File: src/hdl/stfa_pkg.sv
`timescale 1ns / 1ps
// ----------------------------------------------------------------------------
// stfa_pkg
// Shared constants and controller/datapath interface types for the strided
// temporal frame average.
// ----------------------------------------------------------------------------
package stfa_pkg;

    localparam int MAX_FRAMES_DEF       = 16;
    localparam int MAX_FRAME_PIXELS_DEF = 65536;

    localparam int CFG_INDEX_W = 2;
    localparam int CFG_DATA_W  = 17;

    localparam logic [CFG_INDEX_W-1:0] CFG_HISTORY_FRAMES = 2'd0;
    localparam logic [CFG_INDEX_W-1:0] CFG_FRAME_STRIDE   = 2'd1;
    localparam logic [CFG_INDEX_W-1:0] CFG_FRAME_PIXELS   = 2'd2;

    localparam logic [4:0]  HISTORY_FRAMES_RST = 5'd16;
    localparam logic [4:0]  FRAME_STRIDE_RST   = 5'd4;
    localparam logic [16:0] FRAME_PIXELS_RST   = 17'd65536;

    typedef struct packed {
        logic accept;
        logic write;
        logic read;
        logic accum;
        logic div_start;
        logic div_step;
        logic load_out;
    } stfa_cmd_t;

    typedef struct packed {
        logic more_frames;
        logic out_busy;
    } stfa_status_t;

endpackage

File: src/hdl/stfa_ctrl.sv
`timescale 1ns / 1ps
// ----------------------------------------------------------------------------
// stfa_ctrl
// Sequencer that steps one pixel through store write, history reads,
// accumulation, serial division and output load.
// ----------------------------------------------------------------------------
module stfa_ctrl #(
    parameter int DIV_STEPS = 13
) (
    input  logic                  clk,
    input  logic                  rst_n,
    input  logic                  s_tvalid,
    output logic                  s_tready,
    output stfa_pkg::stfa_cmd_t    cmd,
    input  stfa_pkg::stfa_status_t status
);
    import stfa_pkg::*;

    localparam int CW = $clog2(DIV_STEPS + 1);

    typedef enum logic [5:0] {
        S_IDLE  = 6'b000001,
        S_WRITE = 6'b000010,
        S_READ  = 6'b000100,
        S_ACC   = 6'b001000,
        S_DIV   = 6'b010000,
        S_OUT   = 6'b100000
    } state_t;

    state_t state_reg, state_next;
    logic [CW-1:0] cnt_reg, cnt_next;

    always_ff @(posedge clk or negedge rst_n)
    begin
        if (!rst_n)
        begin
            state_reg <= S_IDLE;
            cnt_reg   <= '0;
        end
        else
        begin
            state_reg <= state_next;
            cnt_reg   <= cnt_next;
        end
    end

    assign s_tready = (state_reg == S_IDLE);

    always_comb
    begin
        state_next = state_reg;
        cnt_next   = cnt_reg;
        cmd        = '0;
        unique case (state_reg)
            S_IDLE:
            begin
                if (s_tvalid)
                begin
                    cmd.accept = 1'b1;
                    state_next = S_WRITE;
                end
            end
            S_WRITE:
            begin
                cmd.write  = 1'b1;
                state_next = S_READ;
            end
            S_READ:
            begin
                cmd.read   = 1'b1;
                state_next = S_ACC;
            end
            S_ACC:
            begin
                cmd.accum = 1'b1;
                if (status.more_frames)
                begin
                    state_next = S_READ;
                end
                else
                begin
                    cmd.div_start = 1'b1;
                    cnt_next      = CW'(DIV_STEPS);
                    state_next    = S_DIV;
                end
            end
            S_DIV:
            begin
                cmd.div_step = 1'b1;
                cnt_next     = cnt_reg - 1'b1;
                if (cnt_reg == CW'(1))
                begin
                    state_next = S_OUT;
                end
            end
            S_OUT:
            begin
                if (!status.out_busy)
                begin
                    cmd.load_out = 1'b1;
                    state_next   = S_IDLE;
                end
            end
            default:
            begin
                state_next = S_IDLE;
            end
        endcase
    end

endmodule

File: config.mk
export PLATFORM = sky130hd
export DESIGN_NAME = stfa_ctrl
export DESIGN_NICKNAME = d
export VERILOG_FILES = /design/src/hdl/stfa_pkg.sv /design/src/hdl/stfa_ctrl.sv
export SDC_FILE = /design/constraint.sdc
export NUM_CORES = 1
export LEC_CHECK = 0
export BUFFER_PORTS_ARGS = -buffer_cell sky130_fd_sc_hd__buf_4
export CORE_MARGIN = 1
export CORE_UTILIZATION = 35
export DETAILED_ROUTE_END_ITERATION = 10
export GPL_TIMING_DRIVEN = 0
export PLACE_DENSITY = 0.68
export SLEW_MARGIN = 15
export SYNTH_ARGS = -nofsm -noshare
export SYNTH_HDL_FRONTEND = slang
export SYNTH_SLANG_ARGS = --single-unit
File: constraint.sdc
create_clock -name clk -period 3.65 [get_ports clk]
set_input_delay 0.1825 -clock clk [delete_from_list [all_inputs] [get_ports clk]]
set_output_delay 0.1825 -clock clk [all_outputs]
set_load 0.05 [all_outputs]
# == After elaboration in Yosys (flattened, before gate mapping) ==
# Cells that the tools add are included.
# totals
register_bits,10
latchBits,0
ram_bits,0
rom_bits,0
inputBits,5
out_inout_bits,8
elab_cells,33
memories,0
# op_classes
addsub,1
multipliers,0
div,0
order_cmp,0
eq_ne,11
n_shift,0
n_mux,16
bitwise,0
reduce_logical,3
# ops
operator,count
one-hot mux 6 bit (6 select lines),1
two-way mux 6 bit,3
two-way mux 1 bit,8
inequality test 2 bit (second input constant),4
one-hot mux 4 bit (2 select lines),1
== test 6 x 1 -> 1 bit (second input constant),1
== test 6 x 2 -> 1 bit (second input constant),1
== test 6 x 3 -> 1 bit (second input constant),1
== test 6 x 4 -> 1 bit (second input constant),1
== test 6 x 5 -> 1 bit (second input constant),1
== test 6 bit (second input constant),1
two-way mux 5 bit,1
== test 4 x 1 -> 1 bit (second input constant),1
two-way mux 4 bit,1
subtractor 4 x 1 -> 4 bit (second input constant),1
AND reduction 3 bit,1
two-way mux 2 bit,1
AND reduction 2 bit,1
nonzero test 2 bit,1

# == Logic depth before layout (Yosys ltp) ==
# depth
ltp_word,3
depth_mapped,5

# == Worst setup path after synthesis ==
# No wires, ideal clock.
# synth_path
path_kind,reg2reg
from,reg state_reg[5]
to,reg state_reg[2]
t_arrival_ns,1.880
required_ns,3.584
path_slack_ns,1.704
stages_incl_launch_ff,4
n_path_buf,0
path_cell_list,dfrtp_1 -> or4_4 -> nor2_1 -> a21o_1
# synth_via
elab_chain_len,3
word_cells_on_any_way,11
# synth_lines
item,line_no,rtl
from (decl),stfa_ctrl.sv:30,"state_t state_reg, state_next;"
from (signal assigned),stfa_ctrl.sv:42,state_reg <= state_next;
"== test 6 x 5 -> 1 bit, or another cell as far along",stfa_ctrl.sv:54,unique case (state_reg)
inequality test 2 bit (no source line),n/a,
AND reduction 3 bit (no source line),n/a,
# Parallel ways exist; a longest one is shown, timed or not.
# A chain may end at the register's enable or synchronous reset.

==> out/qor.yml <==
critical_path:
  path_buf_inv: 1
  cp-start-kind: "flop"
  worst-setup-path-type: "flop to primary output"
  cp_max_fo: 6
  cp.arrival_ns: 1.83
  cp-end-kind: "primary output"
  critPathTopFamily: "simple AND/OR/NAND/NOR gates"
  worst_ep_required_time_ns: 3.47
  crit_chain: "or4_4, nor3_4, buf_4"
  critPathMaxStageDelay_ns: 0.58
  critPathSlowestCell: "or4_4"
timing:
  drv_slew: 0
  slew_headroom_pct: 77.15
  finalSetupViolCount: 0
  min_period_ns: 2.015
  finalCritPeriodShare_pct: 55.21
  skew_ns: 0.004125
  hold_viol: 0
  worst_pin_slew_ns: 0.3415
  rsz0062_at_grt: "no"
  fmax_mhz: 496.3
  tns_ns: 0
global_route:
  grt_usage_pct: 14.18
  first_global_vias: 442
  antenna_found_initial: 0
  grt_pass1_wl_mm: 1.849
  grt_overflow: 0
  grt_max_degree: 11
floorplan:
  ioPinCount: 13
  die_h_um: 42.15
  rows: 14
  core_mm2: 0.001506
  initial_core_util_pct: 37.46
  fp.dieW_um: 42.15
  dieArea_mm2: 0.001777
clocking:
  post_cts_buffers: 0
  cts_max_level: 1
  clkTransAtPathRegs_ns: 0.07
  numCtsBuffers: 3
  clock_path_buffers: 2
  clk-insertion-delay-late_ns: 0.27
  cts.sinks: 10
  tritoncts: "built"
  clockRootBuffer: "clkbuf_4"
synthesis:
  synth_seq_cells: 10
  synth_area_per_cell_um2: 9.900
  synthArstFlopShare_pct: 100.0
  synth_enable_flop_cells: 0
  netlist_instances: 57
  synthTopCellsByArea: "dfrtp_1 (40%), dfstp_2 (4.7%), nor2_1 (4.7%), ha_1 (4.4%), and4b_1 (3.5%)"
  yosys_warnings: 0
  synth_area_leader_cell: "dfrtp_1"
  syn_nets: 64
  netlist-cell-type-count: 29
  synth_area_um2: 564.3
  yosysSeqAreaShare_pct: 44.57
  synth_top_cell_area_share_pct: 39.91
  synthFlopType: "dfrtp_1"
detailed_routing:
  vias: 488
  ant_nets: 0
  first_pass_iters: 4
  route.detailed.drc: 0
  drt_iter0_markers: 10
  post_drt_wl_per_cell_um: 12.47
  vias_per_cell: 5.422
  totalWireLength_mm: 1.122
status:
  outcome: "completed"
run:
  maxCapViolCount: 0
placed_design:
  placed_cells: 85
  routabilityCongestion: 0.7678
  hpwl_um: 864.9
  portBuffers: 12
power:
  p_leak_nw: 0.3650
  peakVddDrop_mv: 0.2613
  power_density_mw_per_mm2: 751.8
final_layout:
  diodes: 0
  synthToLayoutAreaGrowth_pct: 27.72
  drive_above_1_share_pct: 28.38
  fin_cells: 90
  multi_input_area_um2: 290.3
  fillers: 157
  register_area_um2: 251.5
  nNetsFinal: 82
  largest_register_ffs: 6
min_path:
  hold_class: "input pin to flop"
layout by cell type, fill, tap and decap left out:
cell type and count:
a211oi_1 1, a21bo_2 1, a21o_1 2, a21oi_1 1, a221oi_1 2, a31oi_1 1
and2_1 2, and2b_1 1, and3_1 1, and4b_1 2, buf_4 13, clkbuf_4 3
clkbuf_8 1, dfrtp_1 9, dfstp_2 1, dlygate4sd3_1 1, ha_1 2, inv_1 4
nand2_1 2, nand2b_1 3, nand3_1 1, nand4_1 1, nor2_1 7, nor2b_1 1
nor3_1 3, nor3_4 1, o211ai_1 1, o21ai_0 1, o22ai_1 1, o2bb2ai_1 1
or4_4 1, xor2_1 2
cells in the mapped netlist, types with 2 or more instances:
| master | count |
|---|---|
| dfrtp_1 | 9 |
| nor2_1 | 7 |
| inv_1 | 4 |
| nand2b_1 | 3 |
| nor3_1 | 3 |
| a21o_1 | 2 |
| a221oi_1 | 2 |
| and2_1 | 2 |
| and4b_1 | 2 |
| ha_1 | 2 |
| nand2_1 | 2 |
| xor2_1 | 2 |
logic make-up (layout without fill, tap and decap cells):
family / after synthesis / count (layout) / synth area share, %
simple gates: 26 / 26 / 28.16
xor+xnor: 2 / 2 / 3.105
fa+ha+maj: 2 / 2 / 4.434
flops: 10 / 10 / 44.57
buf+inv: 5 / 22 / 3.991
compound gates: 12 / 12 / 15.74
final timing paths:
path	slack, ns	start	end	depth (start not counted)
min in group asynchronous	0.27	rst_n	state_reg[4]	2
worst min-delay path	0.09	status[0]	state_reg[0]	2
max in group asynchronous	3.15	rst_n	state_reg[0]	2
worst min register to register	0.50	cnt_reg[3]	cnt_reg[3]	1
worst max register to register	2.04	state_reg[4]	cnt_reg[3]	4
worst max-delay path	1.64	state_reg[4]	cmd[2]	3
layer usage:
| layer | GRT usage (%) | up-vias | wire length [um] |
|---|---|---|---|
| met5 | 0 | - | 0 |
| met2 | 23.75 | 20 | 538 |
| met1 | 16.44 | 227 | 510 |
| met3 | 2.586 | 4 | 43 |
| met4 | 9.375 | 0 | 29 |
| li1 | - | 237 | - |
layout make-up:
type                            count  share of cell area (%)
Buffer                              1                   1.042
Clock buffer                        4                   5.035
Inverter                            4                   2.083
Multi-Input combinational cell     42                   40.28
Sequential cell                    10                   34.90
Tap cell                           16                   2.778
Timing Repair Buffer               13                   13.89
metrics by stage:
step | power [W] | hold WS, ns | setup slack [ns] | instance area [um^2] | utilization (%)
finish | 0.0005418 | 0.08500 | 1.635 | 720.7 | 47.84
global route | 0.0005784 | 0.08027 | 1.527 | 720.7 | 47.84
CTS | 0.0005476 | 0.08244 | 1.599 | 720.7 | 47.84
detailed placement | 0.0004431 | 0.01995 | 1.900 | 674.4 | 44.77
global placement | 0.0004368 | 0.01835 | 1.935 | 674.4 | 44.77
floorplan | 0.0003792 | -0.1131 | 1.704 | 564.3 | -
worst reg2reg max path, stage by stage (launching register included):
cell and delay [ns]:
dfrtp_1 0.44, or4_4 0.58, nor3_4 0.29, a211oi_1 0.08, a31oi_1 0.14
power by group:
group	switching, W	total [W]	internal (W)	leakage [nW]
clock	0.0000414	0.000102	0.0000606	0.0210
combinational	0.000151	0.000252	0.000102	0.224
sequential	0.0000385	0.000188	0.000149	0.121
total	0.000231	0.000542	0.000311	0.365
timing repair:
item / CTS / global route
endpoints found under the setup margin: 0 / 0
hold endpoints to repair: 10 / 0
gates resized for setup: 0 / 0
hold buffers: 1 / 0
No activity file was read; power rests on OpenSTA's default activity.
